[src/rtl/dlft_pkg.sv]
package dlft_pkg;

  // Fixed field widths.
  localparam int unsigned CMD_W   = 3;
  localparam int unsigned LAMP_W  = 2;
  localparam int unsigned SECS_W  = 9;
  localparam int unsigned RATE_W  = 3;
  localparam int unsigned HP_W    = 10;
  localparam int unsigned MS_W    = 10;
  localparam int unsigned REG_W   = 2;
  localparam int unsigned NUM_CH  = 2;

  // Default limits, handed to the top level as parameter defaults.
  localparam int unsigned MAX_FLASH_SECONDS_DEF = 300;
  localparam int unsigned TICKS_PER_SECOND_DEF  = 1000;

  // Configuration reset values.
  localparam logic [HP_W-1:0] SLOW_HP_RST   = HP_W'(1000);
  localparam logic [HP_W-1:0] MEDIUM_HP_RST = HP_W'(500);
  localparam logic [HP_W-1:0] FAST_HP_RST   = HP_W'(200);

  // Command codes.
  localparam logic [CMD_W-1:0] CMD_TICK     = 3'd0;
  localparam logic [CMD_W-1:0] CMD_START    = 3'd1;
  localparam logic [CMD_W-1:0] CMD_STOP     = 3'd2;
  localparam logic [CMD_W-1:0] CMD_STOP_ALL = 3'd3;
  localparam logic [CMD_W-1:0] CMD_STATUS   = 3'd4;

  // Lamp codes.
  localparam logic [LAMP_W-1:0] LAMP_WHITE = 2'd0;
  localparam logic [LAMP_W-1:0] LAMP_RED   = 2'd1;

  // Rate codes.
  localparam logic [RATE_W-1:0] RATE_STEADY = 3'd0;
  localparam logic [RATE_W-1:0] RATE_LOW    = 3'd1;
  localparam logic [RATE_W-1:0] RATE_HIGH   = 3'd3;

  // Register indexes.
  localparam logic [REG_W-1:0] REG_SLOW_HP   = 2'd0;
  localparam logic [REG_W-1:0] REG_MEDIUM_HP = 2'd1;
  localparam logic [REG_W-1:0] REG_FAST_HP   = 2'd2;

  // Saturation limits of the counters.
  localparam logic [SECS_W-1:0] SECS_MAX  = '1;
  localparam logic [HP_W-1:0]   SINCE_MAX = '1;

  typedef struct packed {
    logic [CMD_W-1:0]  command;
    logic [LAMP_W-1:0] lamp_select;
    logic [SECS_W-1:0] flash_seconds;
    logic [RATE_W-1:0] flash_rate;
  } dlft_in_t;

  typedef struct packed {
    logic              white_lamp_on;
    logic              red_lamp_on;
    logic              request_error;
    logic              flashing_now;
    logic [SECS_W-1:0] seconds_left;
  } dlft_out_t;

  typedef struct packed {
    logic [HP_W-1:0] slow;
    logic [HP_W-1:0] mid;
    logic [HP_W-1:0] fast;
  } dlft_hp_t;

  // Per-channel strobes, each valid for exactly one cycle per item.
  typedef struct packed {
    logic tick;
    logic start;
    logic stop;
  } dlft_ctl_t;

  // Per-channel status seen by the top level.
  typedef struct packed {
    logic              active;
    logic              lamp_nxt;
    logic [SECS_W-1:0] left;
  } dlft_stat_t;

endpackage

[src/rtl/dlft_cfg.sv]
module dlft_cfg (
  input  logic                          clk,
  input  logic                          rst_n,
  input  logic                          cfg_valid,
  output logic                          cfg_ready,
  input  logic [dlft_pkg::REG_W-1:0]    cfg_index,
  input  logic [dlft_pkg::HP_W-1:0]     cfg_data,
  output dlft_pkg::dlft_hp_t            hp
);

  dlft_pkg::dlft_hp_t hp_r;
  dlft_pkg::dlft_hp_t hp_nxt;

  assign cfg_ready = 1'b1;
  assign hp        = hp_r;

  // Writes to indexes beyond the register list are taken and dropped.
  always_comb begin
    hp_nxt = hp_r;
    if (cfg_valid) begin
      case (cfg_index)
        dlft_pkg::REG_SLOW_HP:   hp_nxt.slow = cfg_data;
        dlft_pkg::REG_MEDIUM_HP: hp_nxt.mid  = cfg_data;
        dlft_pkg::REG_FAST_HP:   hp_nxt.fast = cfg_data;
        default:                 hp_nxt      = hp_r;
      endcase
    end
  end

  always_ff @(posedge clk) begin
    if (!rst_n) begin
      hp_r.slow <= dlft_pkg::SLOW_HP_RST;
      hp_r.mid  <= dlft_pkg::MEDIUM_HP_RST;
      hp_r.fast <= dlft_pkg::FAST_HP_RST;
    end else begin
      hp_r <= hp_nxt;
    end
  end

endmodule

[src/rtl/dlft_chan.sv]
module dlft_chan #(
  parameter int unsigned TICKS_PER_SECOND = dlft_pkg::TICKS_PER_SECOND_DEF
) (
  input  logic                           clk,
  input  logic                           rst_n,
  input  dlft_pkg::dlft_ctl_t            ctl,
  input  logic [dlft_pkg::SECS_W-1:0]    flash_seconds,
  input  logic [dlft_pkg::RATE_W-1:0]    flash_rate,
  input  dlft_pkg::dlft_hp_t             hp,
  output dlft_pkg::dlft_stat_t           stat
);

  logic                          active_r,  active_nxt;
  logic [dlft_pkg::RATE_W-1:0]   rate_r,    rate_nxt;
  logic [dlft_pkg::SECS_W-1:0]   dur_r,     dur_nxt;
  logic [dlft_pkg::SECS_W-1:0]   elapsed_r, elapsed_nxt;
  logic [dlft_pkg::MS_W-1:0]     millis_r,  millis_nxt;
  logic [dlft_pkg::HP_W-1:0]     since_r,   since_nxt;
  logic                          first_r,   first_nxt;
  logic                          lamp_r,    lamp_nxt;
  logic [dlft_pkg::HP_W-1:0]     half_period;

  always_comb begin
    case (rate_r)
      dlft_pkg::RATE_LOW:  half_period = hp.slow;
      dlft_pkg::RATE_HIGH: half_period = hp.fast;
      default:             half_period = hp.mid;
    endcase
  end

  always_comb begin
    active_nxt  = active_r;
    rate_nxt    = rate_r;
    dur_nxt     = dur_r;
    elapsed_nxt = elapsed_r;
    millis_nxt  = millis_r;
    since_nxt   = since_r;
    first_nxt   = first_r;
    lamp_nxt    = lamp_r;
    if (ctl.start) begin
      active_nxt  = 1'b1;
      rate_nxt    = flash_rate;
      dur_nxt     = flash_seconds;
      elapsed_nxt = '0;
      millis_nxt  = '0;
      since_nxt   = '0;
      first_nxt   = (flash_rate != dlft_pkg::RATE_STEADY);
      lamp_nxt    = (flash_rate == dlft_pkg::RATE_STEADY);
    end else if (ctl.stop) begin
      active_nxt = 1'b0;
      lamp_nxt   = 1'b0;
    end else if (ctl.tick && active_r) begin
      // Time advances first; a job that times out does not toggle.
      millis_nxt = millis_r + 1'b1;
      if (millis_nxt >= dlft_pkg::MS_W'(TICKS_PER_SECOND)) begin
        millis_nxt = '0;
        if (elapsed_r != dlft_pkg::SECS_MAX) begin
          elapsed_nxt = elapsed_r + 1'b1;
        end
      end
      if (elapsed_nxt >= dur_r) begin
        active_nxt = 1'b0;
        lamp_nxt   = 1'b0;
      end else if (rate_r != dlft_pkg::RATE_STEADY) begin
        if (first_r) begin
          first_nxt = 1'b0;
          lamp_nxt  = ~lamp_r;
          since_nxt = '0;
        end else begin
          if (since_r != dlft_pkg::SINCE_MAX) begin
            since_nxt = since_r + 1'b1;
          end
          if (since_nxt >= half_period) begin
            lamp_nxt  = ~lamp_r;
            since_nxt = '0;
          end
        end
      end
    end
  end

  always_ff @(posedge clk) begin
    if (!rst_n) begin
      active_r  <= 1'b0;
      rate_r    <= '0;
      dur_r     <= '0;
      elapsed_r <= '0;
      millis_r  <= '0;
      since_r   <= '0;
      first_r   <= 1'b0;
      lamp_r    <= 1'b0;
    end else begin
      active_r  <= active_nxt;
      rate_r    <= rate_nxt;
      dur_r     <= dur_nxt;
      elapsed_r <= elapsed_nxt;
      millis_r  <= millis_nxt;
      since_r   <= since_nxt;
      first_r   <= first_nxt;
      lamp_r    <= lamp_nxt;
    end
  end

  assign stat.active   = active_r;
  assign stat.lamp_nxt = lamp_nxt;
  assign stat.left     = (active_r && (dur_r > elapsed_r)) ? (dur_r - elapsed_r) : '0;

endmodule

[src/rtl/dual_lamp_flash_timer.sv]
// Channel | Direction | Handshake            | Payload
// in_     | input     | in_valid / in_stall  | dlft_in_t: command, lamp, seconds, rate
// out_    | output    | out_valid / out_stall| dlft_out_t: lamp levels, error, status
// cfg_    | input     | cfg_valid / cfg_ready| cfg_index (2 bit), cfg_data (10 bit)
//
// Every item passes through the input register and then the result register
// on its way to a result. One item is accepted every cycle unless a stall holds it.
// Reset (rst_n low, synchronous) turns both lamps off, ends all jobs and loads
// the default half periods. A stall on the result side holds the result
// register and, through the input register, stalls the input channel.
module dual_lamp_flash_timer #(
  parameter int unsigned MAX_FLASH_SECONDS = dlft_pkg::MAX_FLASH_SECONDS_DEF,
  parameter int unsigned TICKS_PER_SECOND  = dlft_pkg::TICKS_PER_SECOND_DEF
) (
  input  logic                          clk,
  input  logic                          rst_n,
  input  logic                          in_valid,
  output logic                          in_stall,
  input  dlft_pkg::dlft_in_t            in_data,
  output logic                          out_valid,
  input  logic                          out_stall,
  output dlft_pkg::dlft_out_t           out_data,
  input  logic                          cfg_valid,
  output logic                          cfg_ready,
  input  logic [dlft_pkg::REG_W-1:0]    cfg_index,
  input  logic [dlft_pkg::HP_W-1:0]     cfg_data
);

  // Input register: holds the item that is decoded and applied this cycle.
  logic                 s1_valid_r, s1_valid_nxt;
  dlft_pkg::dlft_in_t   s1_r;
  // Result register.
  logic                 out_valid_r, out_valid_nxt;
  dlft_pkg::dlft_out_t  out_r, out_nxt;

  logic                 advance;
  logic                 lamp_bad;
  logic                 secs_bad;
  logic                 req_err;
  logic                 ch_sel;
  dlft_pkg::dlft_hp_t   hp;
  dlft_pkg::dlft_stat_t stat [dlft_pkg::NUM_CH];

  // The item in the input register moves on, and its state changes commit,
  // whenever the result register is empty or is being emptied.
  assign advance  = s1_valid_r && (!out_valid_r || !out_stall);
  assign in_stall = s1_valid_r && !advance;

  assign s1_valid_nxt  = in_stall ? 1'b1 : in_valid;
  assign out_valid_nxt = advance ? 1'b1 : (out_valid_r && out_stall);

  always_ff @(posedge clk) begin
    if (!rst_n) begin
      s1_valid_r  <= 1'b0;
      out_valid_r <= 1'b0;
    end else begin
      s1_valid_r  <= s1_valid_nxt;
      out_valid_r <= out_valid_nxt;
    end
  end

  always_ff @(posedge clk) begin
    if (in_valid && !in_stall) begin
      s1_r <= in_data;
    end
    if (advance) begin
      out_r <= out_nxt;
    end
  end

  // Request checks. Lamp codes above red are unsupported, and a start needs
  // a duration between one second and the configured maximum.
  assign lamp_bad = (s1_r.lamp_select > dlft_pkg::LAMP_RED);
  assign secs_bad = (s1_r.flash_seconds == '0) ||
                    (s1_r.flash_seconds > dlft_pkg::SECS_W'(MAX_FLASH_SECONDS));
  assign ch_sel   = s1_r.lamp_select[0];

  always_comb begin
    case (s1_r.command)
      dlft_pkg::CMD_START:  req_err = lamp_bad || secs_bad;
      dlft_pkg::CMD_STOP:   req_err = lamp_bad;
      dlft_pkg::CMD_STATUS: req_err = lamp_bad;
      default:              req_err = 1'b0;
    endcase
  end

  // Per-channel strobes. Rejected requests and unknown commands touch no state.
  for (genvar ch = 0; ch < dlft_pkg::NUM_CH; ch++) begin : g_ch
    logic                hit;
    dlft_pkg::dlft_ctl_t ctl;
    assign hit = !lamp_bad && (ch_sel == 1'(ch));

    always_comb begin
      ctl = '0;
      if (advance) begin
        case (s1_r.command)
          dlft_pkg::CMD_TICK:     ctl.tick  = 1'b1;
          dlft_pkg::CMD_START:    ctl.start = hit && !secs_bad;
          dlft_pkg::CMD_STOP:     ctl.stop  = hit;
          dlft_pkg::CMD_STOP_ALL: ctl.stop  = 1'b1;
          default:                ctl       = '0;
        endcase
      end
    end

    dlft_chan #(
      .TICKS_PER_SECOND (TICKS_PER_SECOND)
    ) u_chan (
      .clk           (clk),
      .rst_n         (rst_n),
      .ctl           (ctl),
      .flash_seconds (s1_r.flash_seconds),
      .flash_rate    (s1_r.flash_rate),
      .hp            (hp),
      .stat          (stat[ch])
    );
  end

  dlft_cfg u_cfg (
    .clk       (clk),
    .rst_n     (rst_n),
    .cfg_valid (cfg_valid),
    .cfg_ready (cfg_ready),
    .cfg_index (cfg_index),
    .cfg_data  (cfg_data),
    .hp        (hp)
  );

  // Result: lamp levels after the item, plus status fields only for an
  // accepted status query. Status reads state before the item, which a
  // status query never changes.
  always_comb begin
    out_nxt.white_lamp_on = stat[0].lamp_nxt;
    out_nxt.red_lamp_on   = stat[1].lamp_nxt;
    out_nxt.request_error = req_err;
    out_nxt.flashing_now  = 1'b0;
    out_nxt.seconds_left  = '0;
    if ((s1_r.command == dlft_pkg::CMD_STATUS) && !lamp_bad) begin
      out_nxt.flashing_now = ch_sel ? stat[1].active : stat[0].active;
      out_nxt.seconds_left = ch_sel ? stat[1].left   : stat[0].left;
    end
  end

  assign out_valid = out_valid_r;
  assign out_data  = out_r;

endmodule
[config.mk]
export PLATFORM = sky130hd
export DESIGN_NAME = dual_lamp_flash_timer
export DESIGN_NICKNAME = d
export VERILOG_FILES = /design/src/rtl/dlft_pkg.sv /design/src/rtl/dlft_cfg.sv /design/src/rtl/dlft_chan.sv /design/src/rtl/dual_lamp_flash_timer.sv
export SDC_FILE = /design/constraint.sdc
export NUM_CORES = 1
export LEC_CHECK = 0
export BUFFER_PORTS_ARGS = -buffer_cell sky130_fd_sc_hd__buf_2
export CAP_MARGIN = 10
export CORE_UTILIZATION = 64
export CTS_CLUSTER_DIAMETER = 200
export DETAILED_ROUTE_END_ITERATION = 6
export PLACE_DENSITY = 0.82
export SYNTH_ARGS = -nofsm -noshare
export SYNTH_HDL_FRONTEND = slang
export SYNTH_SLANG_ARGS = --single-unit
[constraint.sdc]
create_clock -name clk -period 10.1 [get_ports clk]
set_input_delay 1.515 -clock clk [delete_from_list [all_inputs] [get_ports clk]]
set_output_delay 1.515 -clock clk [all_outputs]
set_load 0.02 [all_outputs]
### Word level (Yosys, flattened, before mapping)

Cells that the tools add are included.

| cells by class | value |
|---|---|
| order comparisons | 10 |
| mux-type cells | 78 |
| bitwise operators | 8 |
| equal/unequal tests | 18 |
| reductions and logical operators | 51 |
| $add $sub $neg | 8 |

Operator list:

| operator | number |
|---|---|
| $mux W10 | 20 |
| $mux W9 | 13 |
| $add A10 B1 Y10 const B | 4 |
| $pmux W10 S2 | 2 |
| $mux W1 | 38 |
| $reduce_bool A3 Y1 | 7 |
| $ge A10 B10 Y1 | 2 |
| $ge A10 B10 Y1 const B | 2 |
| $ne A10 B10 Y1 const B | 2 |
| $add A9 B1 Y9 const B | 2 |
| $ge A9 B9 Y1 | 2 |
| $gt A9 B9 Y1 | 2 |
| $ne A9 B9 Y1 const B | 2 |
| $sub A9 B9 Y9 | 2 |
| $reduce_and A4 Y1 | 4 |
| $reduce_and A2 Y1 | 7 |
| $logic_and A1 B1 Y1 | 13 |
| $eq A3 B2 Y1 const B | 4 |
| $eq A3 B1 Y1 const B | 3 |
| $gt A9 B9 Y1 const B | 1 |
| $logic_not A9 Y1 | 1 |
| $not A1 Y1 | 8 |
| $reduce_bool A2 Y1 | 4 |
| $logic_not A1 Y1 | 6 |
| 12 further kinds | 22 |

| word-level totals | value |
|---|---|
| flip-flop bits (word level) | 150 |
| logic and storage cells | 203 |
| output and inout bits | 16 |

### Longest topological paths before layout

Gate-level depths: netlist of the first run.

| depth | value |
|---|---|
| word-level depth | 23 |
| gate-level depth with buffers | 17 |
| gate-level depth less buffers | 14 |

### Cells and area by module

From an unflattened synthesis of the first run, not the netlist that was laid out.

| second synthesis, totals | value |
|---|---|
| cells, all modules | 1118 |
| area total of the unflattened synthesis | 9487.8 um^2 |

Modules (own cells, without submodules):

| module | cells each | times used | area an instance (um^2) | sequential area each (um^2) |
|---|---|---|---|---|
| dlft_chan (g_ch[1].u_chan) | 457 | 1 | 3489.6 | 880.8 |
| dlft_chan (g_ch[0].u_chan) | 453 | 1 | 3479.6 | 880.8 |
| dual_lamp_flash_timer | 87 | 1 | 1302.5 | 940.9 |
| dlft_cfg | 121 | 1 | 1216.2 | 600.6 |

### Worst setup path before layout of the first run

Ideal clock, no wire load.

| path | value |
|---|---|
| kind | register to register |
| from | register g_ch[1].u_chan.millis_r[0] (netlist name) |
| to | register g_ch[1].u_chan.since_r[3] (netlist name) |
| stages on the path, launching flop included | 15 |
| clock period less this slack | 3846 ps |
| path slack | 6254 ps |
| arrival | 3775 ps |
| buffers on the path | 0 |
| cells stage by stage | dfxtp_1 > ha_1 > and3_1 > nand4_1 > o211a_1 > a2111o_1 > nor2_1 > xnor2_1 > ha_1 > nand2b_1 > a211o_1 > a2111oi_2 > o2111ai_1 > or3b_1 > a21oi_1 |

| on the way | value |
|---|---|
| longest elaborated chain between the ends | 9 |

RTL lines:

| element | line | text |
|---|---|---|
| start: declaration | dlft_chan.sv:17 | `logic [dlft_pkg::MS_W-1:0] millis_r, millis_nxt;` |
| start signal: assignment | dlft_chan.sv:97 | `millis_r <= millis_nxt;` |
| $add A10 B1 Y10 | dlft_chan.sv:54 | `millis_nxt = millis_r + 1'b1;` |
| $ge A10 B10 Y1 | dlft_chan.sv:55 | `if (millis_nxt >= dlft_pkg::MS_W'(TICKS_PER_SECOND)) begin` |
| $mux W9 | dlft_chan.sv:55 |  |
| $mux W9 | dlft_chan.sv:52 | `end else if (ctl.tick && active_r) begin` |
| $mux W9 | dlft_chan.sv:49 | `end else if (ctl.stop) begin` |
| $mux W9 | dlft_chan.sv:40 | `if (ctl.start) begin` |
| $ge A9 B9 Y1 | dlft_chan.sv:61 | `if (elapsed_nxt >= dur_r) begin` |
| $not A1 Y1 (no source line) | -- |  |
| $reduce_and A4 Y1 (no source line) | -- |  |
| end signal: assignment | dlft_chan.sv:98 | `since_r <= since_nxt;` |
| end: declaration | dlft_chan.sv:18 | `logic [dlft_pkg::HP_W-1:0] since_r, since_nxt;` |

Every way passes these cells. The select of a mux whose other input is x is not followed.
A chain may end at the register's enable or synchronous reset.

### Final worst setup path of the first run

| path | value |
|---|---|
| from | register g_ch[0].u_chan.millis_r[0] (netlist name) |
| to | register g_ch[0].u_chan.since_r[0] (netlist name) |

| on the way | value |
|---|---|
| longest elaborated chain between the ends | 9 |

RTL lines:

| element | line |
|---|---|
| start: declaration | dlft_chan.sv:17 |
| start signal: assignment | dlft_chan.sv:97 |
| $add A10 B1 Y10 | dlft_chan.sv:54 |
| $ge A10 B10 Y1 | dlft_chan.sv:55 |
| $mux W9 | dlft_chan.sv:55 |
| $mux W9 | dlft_chan.sv:52 |
| $mux W9 | dlft_chan.sv:49 |
| $mux W9 | dlft_chan.sv:40 |
| $ge A9 B9 Y1 | dlft_chan.sv:61 |
| $not A1 Y1 (no source line) | -- |
| $reduce_and A4 Y1 (no source line) | -- |
| end signal: assignment | dlft_chan.sv:98 |
| end: declaration | dlft_chan.sv:18 |

Every way passes these cells. The select of a mux whose other input is x is not followed.

==> impl_results.md, run 1 <==
* Clock skew at roughly 7 ps
* Share of layout cells above drive strength 1 at 0.0975
* Vert. Die Dim at approximately 120 µm
* Post-layout nets at 1236
* Combinational Power Share at 0.046
* # DRC at 0
* Pre-CTS setup slack at 5370 ps
* DR iter-0 viols at approximately 590
* Outcome: finished, final reports clean
* Layout fillers at between 1000 and 1500
* WL per Instance at approximately 16 µm
* MaxCap Viol Count at 0
* Cts hold-fix bufs at 0
* Worst slew margin at 0.288
* Die ar. at ~15000 µm²
* CTS resizes at 0
* Sw power at 0.000311 W
* CP startpoint: g_ch[0].u_chan.millis_r[0]
* Port bufs at 48
* CP startpoint kind: register
* DR vias/cell at around 6.3
* Seq/Total Area, Yosys at 0.356
* Syn Inst Count at between 1000 and 1500
* Crit Path Class: reg -> reg
* Net Count, Synth at 1217
* Post-synth ARST share at 0
* Floorplan row count at 43
* Setup TNS Final at 0 ps
* Final hold vios at 0
* Clock sinks at 150
* Clk pwr share at 0.468
* Clk_lat worst skew at about 440 ps
* Num CTS Buffers at 17
* Area growth syn-to-layout at 9.75%
* GRT Total Usage at 0.303
* 1st-pass router iterations at 5
* Syn avg cell area at ~8.3 µm²
* P_int at 0.000997 W
* Final slew viol count at 0
* Power density over cell area at 128 nW/µm²
* Synthesis Warnings at 0
* Total Routed Length at around 22000 µm
* Initial Util at 0.663
* Hold wc startpoint: g_ch[1].u_chan.millis_r[9]
* Clk root buf: clkbuf_16
* IO Pins at 50
* CP arrival at ~5200 ps
* Sequential share of power at 0.486
* Worst R2R Start: g_ch[0].u_chan.millis_r[0]
* CTS tree: yes
* Distinct cells, synth at 74
* Worst-Margin Slew at around 1100 ps
* Diode count at 0
* Antenna Nets Post-Route at 0
* Grt ovf at 0
* H-tree depth at 4
* Hpwl dp at about 16000 µm
* Hold Path Class: reg -> reg
* EDFF count, synth at 30
* First-pass GRT wire length at about 36000 µm
* Chip Width at about 120 µm
* Vias in the first global route at around 7500
* Pleak at 3.88 nW
* Fmax at around 0.21 GHz
* Tot Pwr at around 0.0013 W
* Longest Clk Path Bufs at 2
* Setup slack after layout at between 5000 and 6000 ps
* Post-CTS Setup Bufs at 0
* Minimum clock period at around 4800 ps
* Maximum resistive drop on vdd at roughly 0.14 mV
* Critical-path maximum fanout at 18
* Synth Cell Area at 9280 µm²
* Prevailing post-synth register cell: dfxtp_1
* Crit end category: register
* RSZ-0062 raised after global routing: false
* Critical Path RT at approximately 10000 ps
* #FFs+latches synth at 150
* Sw frac at 0.238
* Initial antenna violation count at 0
* Area of the core at between 10000 and 15000 µm²
* Fin crit share at 0.474
* Final setup fails at 0
* DR vias at 8316
* Largest net degree at the start of global routing at 33
* Clock transition at path regs at about 60 ps
* Global placer's final weighted congestion at roughly 0.9
==> area by class of cell <==
type | count | area [µm²] | share of cell area
clock buffers | 21 | 493 | 0.0484
clock inverters | 11 | 87.6 | 0.00860
inverters | 43 | 161 | 0.0158
multi-input cells | 870 | 5630 | 0.553
flip-flops and latches | 150 | 3300 | 0.324
well taps | 180 | 225 | 0.0221
repair buffers | 54 | 285 | 0.0280
==> cell usage after synthesis (7+ instances only) <==
cell type | number | share of area
nand2_1 | 138 | 0.056
clkbuf_1 | 38 | 0.015
xnor2_1 | 27 | 0.025
a21oi_1 | 119 | 0.064
o21a_1 | 11 | 0.0089
buf_2 | 8 | 0.0043
nor4_1 | 17 | 0.011
o21ai_0 | 45 | 0.024
buf_1 | 7 | 0.0028
nand3b_1 | 7 | 0.0057
nand3_1 | 56 | 0.030
o211ai_1 | 7 | 0.0057
mux2i_1 | 32 | 0.035
nor3b_1 | 8 | 0.0065
nand4_1 | 26 | 0.018
ha_1 | 64 | 0.086
inv_1 | 43 | 0.017
edfxtp_1 | 30 | 0.097
a22o_1 | 8 | 0.0076
and4_1 | 8 | 0.0076
or3_1 | 15 | 0.010
xor2_1 | 11 | 0.010
nor3_1 | 12 | 0.0065
nor2b_1 | 12 | 0.0081
dfxtp_1 | 120 | 0.26
a31oi_1 | 15 | 0.010
nor2_1 | 94 | 0.038
and3_1 | 21 | 0.014
==> critical path, stage by stage (launching register included) <==
cell and delay (ps):
dfxtp_1 460, ha_1 350, nand3b_1 170, a21oi_1 80, o32ai_1 460, nand3_2 360, nor2_1 310, a31oi_1 140
ha_1 320, a211oi_1 240, nand2_1 80, a211oi_1 470, o21ai_1 490, or4b_1 610, a21oi_1 160
==> final timing paths <==
kind / endpoint / slack [ps] / depth (start not counted)
setup / recovery: g_ch[0].u_chan.since_r[0] / 5310 / 14
hold / removal: g_ch[1].u_chan.millis_r[9] / 480 / 2
setup reg to reg: g_ch[0].u_chan.since_r[0] / 5310 / 14
hold reg to reg: g_ch[1].u_chan.millis_r[9] / 480 / 2
==> sequential cells by signal, summed over array words and instances (netlist names) <==
| register | cells |
|---|---|
| ch_sel | 1 |
| g_ch.u_chan.elapsed_r | 18 |
| g_ch.u_chan.first_r | 2 |
| s1_r | 16 |
| g_ch.u_chan.dur_r | 18 |
| s1_valid_r | 1 |
| u_cfg.hp | 30 |
| out_data | 13 |
| g_ch.u_chan.rate_r | 6 |
| g_ch.u_chan.since_r | 20 |
| g_ch.u_chan.millis_r | 20 |
| g_ch.u_chan.lamp_r | 2 |
| out_valid | 1 |
| g_ch.u_chan.active_r | 2 |
==> placed cells by master (no fill, tap or decap), types with 6 or more instances in the layout <==
cell / instances
a211oi_1: 6
buf_2: 48
a31oi_1: 15
nor2b_1: 11
a22o_1: 8
inv_1: 43
xor2_1: 11
nand2_1: 138
clkbuf_16: 19
nor3_1: 12
clkinv_4: 6
or3_1: 15
xnor2_1: 27
edfxtp_1: 30
nor3b_1: 8
mux2i_1: 32
nand4_1: 26
buf_4: 6
o21a_1: 11
nand3b_1: 7
mux2_2: 6
nor2_1: 94
a21oi_1: 119
and4_1: 8
o211ai_1: 7
nand2b_1: 6
ha_1: 64
dfxtp_1: 120
and3_1: 21
nor4_1: 17
nand3_1: 56
o21ai_0: 45
==> cell families (layout without fill, tap and decap cells) <==
kind of cell,Yosys count,after routing,synth area share
and+or+nand+nor,456,456,0.251
muxes,38,38,0.0418
AOI/OAI and AO/OA,270,270,0.182
other,1,1,0.000404
DFF,150,150,0.356
buffers and inverters,97,129,0.0407
xor gates and xnor gates,39,39,0.0376
adders and majority gates,66,66,0.0906
==> power by group through the flow <==
stage	combinational, W	sequential (W)	clock (W)
4_1_cts	0.0000599	0.000635	0.000620
5_1_grt	0.0000666	0.000636	0.000645
2_1_floorplan	0.0000353	0.000646	0
3_3_place_gp	0.0000580	0.000648	0
6_report	0.0000602	0.000635	0.000613
3_5_place_dp	0.0000596	0.000648	0
==> per-layer routing <==
metal	global-route usage	routed length [µm]
met5	0	0
met4	0.111	542
met3	0.0660	1180
met2	0.483	10300
met1	0.402	9940
==> through the flow <==
step	std cells	hold WS, ps	area [µm²]	utilization
after floorplan	1117	444	9280	-
final	1329	477	10200	0.728
after detailed placement	1297	462	9600	0.686
after global routing	1329	495	10200	0.728
after CTS	1329	473	10200	0.728
after global placement	1297	456	9600	0.686
No activity file was read; power rests on OpenSTA's default activity.
==> run 2, diff against run 1 <==
Settings changed: CORE_UTILIZATION 64 to 56, PLACE_DENSITY 0.82 to 0.76.
Clock period 10.1 ns to 4.2 ns, I/O delays scaled along.
==> run 2 against run 1 <==
Register-to-register slack worse by 5100 ps. Non-clock buffer count up 21. Maximum frequency up 20%. Worst setup slack worse by 5100 ps. Combinational power up 150%. Sequential power up 140%. Critical path depth down 1. Count of clock-buffer cells in the layout up 1. Sequential share of layout area down 0.82 points. Die area up 14%. Wire length up 2.9%. Critical endpoint is now g_ch[1].u_chan.since_r[3]. Largest cell class unchanged.
==> impl_results.md, run 2 (same netlist as run 1, synthesis figures left out) <==
* Layout fillers at around 1400
* Power density over cell area at about 310 nW/µm²
* GRT Max-Usage Layer: met2
* WL per Instance at approximately 16 µm
* CP arrival at about 4300 ps
* GRT met3 Usage at 0.0607
* Finished Layout Cells at 1387
* GR Util met2 at 0.462
* Hold wc startpoint: in_data[1]
* Die ar. at 17100 µm²
* First-pass GRT wire length at roughly 37000 µm
* Pleak at 3.99 nW
* Post-layout nets at 1258
* Chip Width at 131 µm
* Worst-Margin Slew at between 1000 and 1500 ps
* Most frequent cells in the layout: nand2_1, a21oi_1, dfxtp_1, nor2_1, ha_1
* Final hold vios at 0
* Critical-path maximum fanout at 11
* Max FFs per register at 30
* Worst R2R Start: g_ch[1].u_chan.millis_r[2]
* Initial antenna violation count at 0
* Clock sinks at 150
* Fin crit share at 0.947
* Area growth syn-to-layout at 12.8%
* Diode count at 0
* Hold depth at 1
* Reg area at 3310 µm²
* Clock skew at 8.92 ps
* Grt ovf at 0
* Final slew viol count at 0
* Hold Path Class: in -> reg
* Crit Path Class: reg -> reg
* Global placer's final weighted congestion at roughly 0.9
* CP startpoint kind: register
* Reg2reg end: g_ch[1].u_chan.since_r[3]
* Floorplan row count at 46
* Minimum clock period at just under 4000 ps
* CTS tree: yes
* DR vias at about 8400
* Clock transition at path regs at 60 ps
* Fmax at approximately 0.25 GHz
* # DRC at 0
* Maximum resistive drop on vdd at approximately 0.32 mV
* Placed Cells at between 1000 and 1500
* Critical Path RT at 4570 ps
* Hpwl dp at 16200 µm
* Worst path cell trace: and3_1 > o311ai_0 > o211a_1 > a2111o_1 > nor2_1 > xnor2_1 > ha_1 > nand2b_1 > a211o_1 > a2111oi_4 > o2111ai_2 > or3b_1 > a21oi_1
* Share of layout cells above drive strength 1 at 0.120
* MaxCap Viol Count at 0
* R2R depth at 13
* Antenna Nets Post-Route at 0
* Setup slack after layout at 223 ps
* 1st-pass router iterations at 5
* Commonest non-fill, non-tap cell in the layout: nand2_1
* Clk_lat worst skew at between 400 and 500 ps
* DR vias/cell at 6.07
* Critical-path top delay cell: dfxtp_1
* Outcome: finished, final reports clean
* Final setup fails at 0
* Vert. Die Dim at roughly 130 µm
* Worst slew margin at 0.274
* Clk root buf: clkbuf_16
* CP peak stage delay at ~490 ps
* CP startpoint: g_ch[1].u_chan.millis_r[2]
* Crit end category: register
* Vias in the first global route at 7672
* Reg-to-reg setup timing slack at 220 ps
* Footprint of the multi-input gates at around 5700 µm²
* Area of the core at around 16000 µm²
* Num CTS Buffers at 17
* M1 GR Usage at 0.358
* Port bufs at 48
* IO Pins at 50
* GRT Total Usage at 0.278
* Initial Util at 0.578
* Pre-CTS setup slack at between 50 and 60 ps
* Longest Clk Path Bufs at 2
* Largest net degree at the start of global routing at 28
* Total Routed Length at 22600 µm
* DR iter-0 viols at 525
* H-tree depth at 4
* Hold Path Sink: s1_r[1]
* Final hold slack at between 300 and 400 ps
-- run 2: changes by cell type in the layout (fill, tap and decap cells not counted), moves of 2 or more --
cell and delta:
bufinv_16 +2, dfxtp_1 -4, clkinv_4 -6, buf_4 +21, dfxtp_2 +4
-- run 2: area by class of cell --
| class | instances | share of cell area |
|---|---|---|
| multi-input combinational | 871 | 0.542 |
| sequential | 150 | 0.316 |
| clock buffer | 22 | 0.0475 |
| timing repair buffer | 75 | 0.0423 |
| tap | 216 | 0.0258 |
| inverter | 43 | 0.0154 |
| clock inverter | 10 | 0.0109 |
-- run 2: worst max path at each step --
stage                                           end  cells after the start  slack, ps
final                     g_ch[1].u_chan.since_r[3]                     13        220
after global routing      g_ch[1].u_chan.since_r[9]                     14        -10
after CTS                 g_ch[1].u_chan.since_r[3]                     14         40
after detailed placement  g_ch[1].u_chan.since_r[3]                     14         50
after global placement    g_ch[1].u_chan.since_r[3]                     14        160
after floorplan           g_ch[1].u_chan.since_r[3]                     14        350
-- run 2: per-stage QoR --
stage                     TNS, ps  total power (W)  utilization  cell area, µm²
after global placement          0          0.00170        0.611            9810
after CTS                       0          0.00328        0.649           10400
after detailed placement        0          0.00170        0.611            9810
final                           0          0.00326        0.652           10500
after floorplan                 0          0.00164            -            9280
after global routing        -25.5          0.00336        0.652           10500
-- run 2: metal layers --
| metal | vias up | part of all wire |
|---|---|---|
| li1 | 4168 | - |
| met1 | 4006 | 0.46 |
| met2 | 213 | 0.47 |
| met3 | 31 | 0.048 |
| met4 | 0 | 0.021 |
| met5 | - | 0 |
-- run 2: worst max-delay path: cells and delay by family, from the launching register on --
| family | cells | cell delay (ps) |
|---|---|---|
| DFF | 1 | 490 |
| xor gates and xnor gates | 1 | 150 |
| adders and majority gates | 1 | 240 |
| AOI/OAI and AO/OA | 7 | 1950 |
| and+or+nand+nor | 4 | 1070 |
-- run 2: power by group --
group	leakage (nW)	total [W]	internal [W]	switching, W
Sequential	1.26	0.00153	0.00150	0.0000268
Combinational	2.44	0.000150	0.0000532	0.0000967
Clock	0.298	0.00158	0.000961	0.000623
-- run 2: timing repair --
action,4_1_cts,5_1_grt
gates resized for setup,0,10
endpoints found under the hold margin,0,0
setup buffers,0,0
endpoints found under the setup margin,0,22
hold buffers,0,0
